--- config.mk ---
export PLATFORM = sky130hd
export DESIGN_NAME = vha_isqrt
export DESIGN_NICKNAME = d
export VERILOG_FILES = /design/src/hw/rtl/vha_pkg.sv /design/src/hw/rtl/vha_isqrt.sv
export SDC_FILE = /design/constraint.sdc
export NUM_CORES = 2
export LEC_CHECK = 0
export ABC_CLOCK_PERIOD_IN_PS = 4400
export BUFFER_PORTS_ARGS = -buffer_cell sky130_fd_sc_hd__buf_2
export CORE_ASPECT_RATIO = 1.5
export CORE_UTILIZATION = 64
export DETAILED_ROUTE_END_ITERATION = 10
export MAX_ROUTING_LAYER = met4
export PLACE_DENSITY = 0.87
export SYNTH_ARGS = -nofsm -noshare
export SYNTH_HDL_FRONTEND = slang
export SYNTH_MEMORY_MAX_BITS = 65536
export SYNTH_SLANG_ARGS = --single-unit
--- constraint.sdc ---
create_clock -name clk -period 4.4 [get_ports clk]
set_input_delay 0.88 -clock clk [delete_from_list [all_inputs] [get_ports clk]]
set_output_delay 0.88 -clock clk [all_outputs]
set_load 0.02 [all_outputs]
--- src/hw/rtl/vha_pkg.sv ---
`timescale 1ns / 1ps

package vha_pkg;

  localparam int DATA_W        = 32;
  localparam int FRAC_BITS_DEF = 16;
  localparam int LANES         = 3;
  localparam int ROOT_W        = 32;

  typedef enum logic [2:0] {
    OP_ADD    = 3'd0,
    OP_SUB    = 3'd1,
    OP_DOT    = 3'd2,
    OP_CROSS  = 3'd3,
    OP_EQUAL  = 3'd4,
    OP_LENGTH = 3'd5,
    OP_NORM   = 3'd6,
    OP_DEHOM  = 3'd7
  } op_e;

  typedef logic signed [DATA_W-1:0] fix_t;
  typedef logic [DATA_W-1:0]        mag_t;

  typedef struct packed {
    op_e  op;
    fix_t a_x;
    fix_t a_y;
    fix_t a_z;
    fix_t a_w;
    fix_t b_x;
    fix_t b_y;
    fix_t b_z;
  } req_t;

  typedef struct packed {
    fix_t r_x;
    fix_t r_y;
    fix_t r_z;
    fix_t r_scalar;
    logic is_equal;
    logic fault;
  } rsp_t;

endpackage

--- src/hw/rtl/vha_isqrt.sv ---
`timescale 1ns / 1ps

module vha_isqrt
  import vha_pkg::*;
#(
  parameter int RW = ROOT_W,
  parameter int SW = 1
) (
  input  logic            clk,
  input  logic            rst,
  input  logic            en,
  input  logic            in_valid,
  input  logic [2*RW-1:0] rad,
  input  logic [SW-1:0]   side,
  output logic            out_valid,
  output logic [RW-1:0]   root,
  output logic [SW-1:0]   side_out
);

  logic            vld      [RW];
  logic [SW-1:0]   sd       [RW];
  logic [RW+1:0]   rem      [RW];
  logic [RW-1:0]   rt       [RW];
  logic [2*RW-1:0] nl       [RW];
  logic [RW+1:0]   src_rem  [RW];
  logic [RW-1:0]   src_rt   [RW];
  logic [2*RW-1:0] src_nl   [RW];
  logic [RW+1:0]   rem_next [RW];
  logic [RW-1:0]   rt_next  [RW];

  always_comb begin
    src_rem[0] = '0;
    src_rt[0]  = '0;
    src_nl[0]  = rad;
    for (int k = 1; k < RW; k++) begin
      src_rem[k] = rem[k-1];
      src_rt[k]  = rt[k-1];
      src_nl[k]  = nl[k-1];
    end
  end

  // Bring down two radicand bits per stage and try the next root bit
  always_comb begin
    logic [RW+3:0] t;
    logic [RW+3:0] trial;
    t     = '0;
    trial = '0;
    for (int k = 0; k < RW; k++) begin
      t     = {src_rem[k], src_nl[k][2*RW-1 -: 2]};
      trial = (RW+4)'({src_rt[k], 2'b01});
      if (t >= trial) begin
        rem_next[k] = (RW+2)'(t - trial);
        rt_next[k]  = {src_rt[k][RW-2:0], 1'b1};
      end else begin
        rem_next[k] = t[RW+1:0];
        rt_next[k]  = {src_rt[k][RW-2:0], 1'b0};
      end
    end
  end

  always_ff @(posedge clk) begin
    if (rst) begin
      for (int k = 0; k < RW; k++) vld[k] <= 1'b0;
    end else if (en) begin
      vld[0] <= in_valid;
      for (int k = 1; k < RW; k++) vld[k] <= vld[k-1];
    end
  end

  always_ff @(posedge clk) begin
    if (en) begin
      sd[0] <= side;
      for (int k = 1; k < RW; k++) sd[k] <= sd[k-1];
      for (int k = 0; k < RW; k++) begin
        rem[k] <= rem_next[k];
        rt[k]  <= rt_next[k];
        nl[k]  <= src_nl[k] << 2;
      end
    end
  end

  assign out_valid = vld[RW-1];
  assign root      = rt[RW-1];
  assign side_out  = sd[RW-1];

endmodule

[Yosys cells after proc, flatten, opt, wreduce, memory -nomap -nowiden]
Memory sizes are Yosys's and may differ from the RTL's.
Index checks and enable logic that the tools add are counted.
Operators by class
  $add $sub $neg: 32
  order comparisons: 32
  multiplexer cells: 102
  bitwise logic cells: 32
Operator list (number)
  $ge 36x34->1: 31
  $mux 34: 32
  $sub 34x34->34: 31
  $mux 1: 70
  $or 1x1->1: 32
  $sub 2x1->3 const B: 1
  $ge 2x1->1 const B: 1
Word-level totals
  register bits: 0
  bits in writable memories: 4160
  output and inout bits: 34
  memories kept: 5
Memory list
  nl: depth 32, width 62, read ports 31, clocked after Yosys merged registers in 0, write ports 32, RTL line vha_isqrt.sv:24  | logic [2*RW-1:0] nl [RW];
  rem: depth 32, width 34, read ports 31, clocked after Yosys merged registers in 0, write ports 32, RTL line vha_isqrt.sv:22  | logic [RW+1:0] rem [RW];
  rt: depth 32, width 32, read ports 32, clocked after Yosys merged registers in 0, write ports 32, RTL line vha_isqrt.sv:23  | logic [RW-1:0] rt [RW];
  sd: depth 32, width 1, read ports 32, clocked after Yosys merged registers in 0, write ports 32, RTL line vha_isqrt.sv:21  | logic [SW-1:0] sd [RW];
  vld: depth 32, width 1, read ports 32, clocked after Yosys merged registers in 0, write ports 32, RTL line vha_isqrt.sv:20  | logic vld [RW];

[Depth between registers and ports, before layout]
  word-level depth: 4
  gate-level depth with buffers: 14

[Least setup slack after synthesis]
No wires, ideal clock.
  path kind: flip-flop to flip-flop
  start: mem rem[0][148] (netlist bit)
  end: mem rem[0][200] (netlist bit) (data pin)
  setup time: 0.271 ns
  data arrival time: 3.138 ns
  required time: 4.129 ns
  slack: 0.991 ns
  cell stages (with the launch flop): 12
  path buffers: 2
  cell sequence: edfxtp_1 > or4_4 > or4_4 > or3_4 > or4_1 > buf_2 > nand4b_4 > and2_4 > nand2_2 > buf_6 > nor4_1 > xor2_1
RTL lines (RTL line)
  start, declared: vha_isqrt.sv:22

==> results.md <==
- Status: finished with violations
- Failing checks: DRC
- Synth unique cells: around 90
- Crit path max fanout: 45
- Unrepaired setup endpoints after global routing: no
- Fill cells: 11900
- Final instance area: about 130000 um2
- Overall Power: 68.3 mW
- Initial antenna violation count: 8
- Layout Cells excl Fill: 12100
- Critical path class: register to register
- Worst vdd ir: around 0.42 mV
- Max cap viols: 0
- DP Wirelength: 194000 um
- CTS H-tree depth: 4
- Drt wl/cell: between 20 and 25 um
- Global-route wire length before repair: roughly 420000 um
- Fin Setup TNS: 0 ps
- Root buf cell: clkbuf_16
- Leak pwr: about 50 nW
- Synth cell count leaders: edfxtp_1, inv_1, nand2_1
- Nets: between 10000 and 15000
- Synth async-reset ratio: 0
- Area Overhead vs Synth: 9.92%
- Die height: 532 um
- Clk_lat worst skew: approximately 900 ps
- Combinational Power Share: 0.213
- Worst setup SP type: register
- FF+latch count, synth: 2587
- Synth area leader: edfxtp_1
- I/O Buffers: 102
- Maximum operating frequency: 238 MHz
- WP data required: ~5000 ps
- Routed vias/inst: roughly 6
- Post-synth top flop: edfxtp_1
- Worst-path clk slew: 70 ps
- Final Setup Violations: 0
- Worst Skew: around 77 ps
- Clk pwr share: 0.300
- Die Width: ~360 um
- GRT Total Usage: 0.295
- Sw Share: 0.289
- TritonCTS Buffers: ~230
- Starting density of the core: 0.645
- Post-route setup slack: just under 200 ps
- Worst slew pin tran: roughly 1200 ps
- Via count: 74500
- Post-CTS Hold Buffers: 0
- Total die area: 189000 um2
- FF-to-FF setup slack: ~200 ps
- CP arrival: between 4000 and 5000 ps
- Pre-Repair DR Iteration Count: 10
- Final Hold Fails: 0
- Psw: between 15 and 20 mW
- DP Area: approximately 120000 um2
- Internal cell power: 48.5 mW
- Most numerous cell in the Yosys netlist: edfxtp_1
- DR iter-0 viols: approximately 5700
- Post-layout utilization of the core: 0.709
- Final WL: ~270000 um
- # rows: about 190
- Final hold slack: roughly 180 ps
- Pin count of the biggest net entering global routing: 141
- Placed cells: between 10000 and 15000
- Syn_nets: 9863
- GR Overflow Total: 0
- Vias in the first global route: approximately 76000
- Seq/Total Area, Yosys: 0.647
- Final Wtd Congestion: between 0.9 and 1
- Final period utilization: 0.955
- Top cells by area, synth: edfxtp_1, ha_1, xor2_1
- P per Cell Area: around 520 nW/um2
- Hold Crit Class: input pin to register
- Post-detailed-route count of antenna-violating nets: 0
- Final Max Slew Viols: 0
- Final worst path period need: 4200 ps
- Part of the power in registers: 0.487
- Clock Path Buffers: 4
- Ports: 103
- CP endpoint kind: register
- Synth top area share: 0.647
- Syn. warnings: 0
- EDFF count, synth: 2587
- Mean Syn Cell Area: about 13 um2
- Core ar.: approximately 190000 um2
- Post-Syn Instances: about 9000
- CTS sink count: about 2600
- CTS tree: built
- Max_slew headroom: 0.201
- Layout cells sized above 1: 0.0800
- Synthesized area: around 120000 um2
- DRC viols: 34
- Pre-CTS setup slack: about 68 ps
routing by layer:
metal / wire (um) / track usage
met1: 88400 / 0.274
met2: 153000 / 0.560
met5: 0 / -
met3: 11000 / 0.0337
met4: 21000 / 0.193
final timing paths:
| check | start | endpoint | cells past startpoint |
|---|---|---|---|
| worst max register to register | rem[1][272] | rem[1][315] | 10 |
| worst min register to register | rt[1][343] | rt[1][376] | 0 |
| worst max-delay path | rem[1][272] | rem[1][315] | 10 |
| worst min-delay path | rad[21] | nl[0][21] | 1 |
placed cells by master, fill, tap and decap left out, types with 63 or more instances in the layout:
cell type / Yosys / final
nand2b_1: 122 / 122
mux2_2: 82 / 82
a21o_1: 231 / 231
xnor2_1: 413 / 413
clkbuf_16: 0 / 234
nand2_1: 664 / 664
nor2b_1: 113 / 113
nor2_1: 505 / 505
edfxtp_1: 2587 / 2587
o21a_1: 88 / 88
xor2_1: 435 / 435
ha_1: 562 / 562
buf_2: 5 / 101
a21oi_1: 557 / 552
a211oi_1: 64 / 63
nor3_1: 192 / 192
nor4_1: 147 / 146
o21ai_0: 508 / 508
buf_4: 32 / 126
nand3_1: 171 / 171
or3_1: 77 / 77
inv_1: 671 / 671
nand4_1: 91 / 91
cell type report:
cell class              instances  area, um2  share of cell area
flip-flops and latches       2587      77700               0.589
multi-input cells            5740      38900               0.295
clock buffers                 266       5980              0.0453
well taps                    2450       3070              0.0232
inverters                     675       2530              0.0192
repair buffers                262       2150              0.0163
clock inverters               159       1600              0.0121
diodes                          9       22.5            0.000171
logic make-up after synthesis:
group,count (synthesis),share of synthesized area
AOI/OAI and AO/OA,1863,0.0961
xor gates and xnor gates,848,0.0619
adders and majority gates,562,0.0586
buffers and inverters,905,0.0294
DFF,2587,0.647
muxes,92,0.00853
other,1,0.0000312
and+or+nand+nor,2374,0.0983
sequential cells by signal (all words and copies together), names as in the netlist:
register and flops:
rem 1003, nl 992, rt 528, sd 32
vld 32
power groups by stage:
stage / registers, mW / logic [mW] / clock network, mW
finish: 33.3 / 14.5 / 20.5
floorplan: 32.7 / 10.3 / 0
detailed placement: 33.7 / 14.2 / 0
global placement: 33.6 / 13.8 / 0
CTS: 33.2 / 14.4 / 20.8
global route: 33.5 / 15.9 / 21.6
critical path, cell delays in order, from the launching register on:
cell	delay (ps)
edfxtp_1	400
ha_1	360
nor2b_1	170
o31a_1	260
o21ai_0	500
a21oi_1	360
a2111oi_1	750
buf_4	270
o2111ai_4	230
buf_12	280
mux2_2	300
repair_timing:
item | CTS | global route
endpoints found under the setup margin | 3 | 2
buffers inserted | 0 | 0
gates cloned | 0 | 0
resized for setup | 1 | 2
No activity file was read; power rests on OpenSTA's default activity.
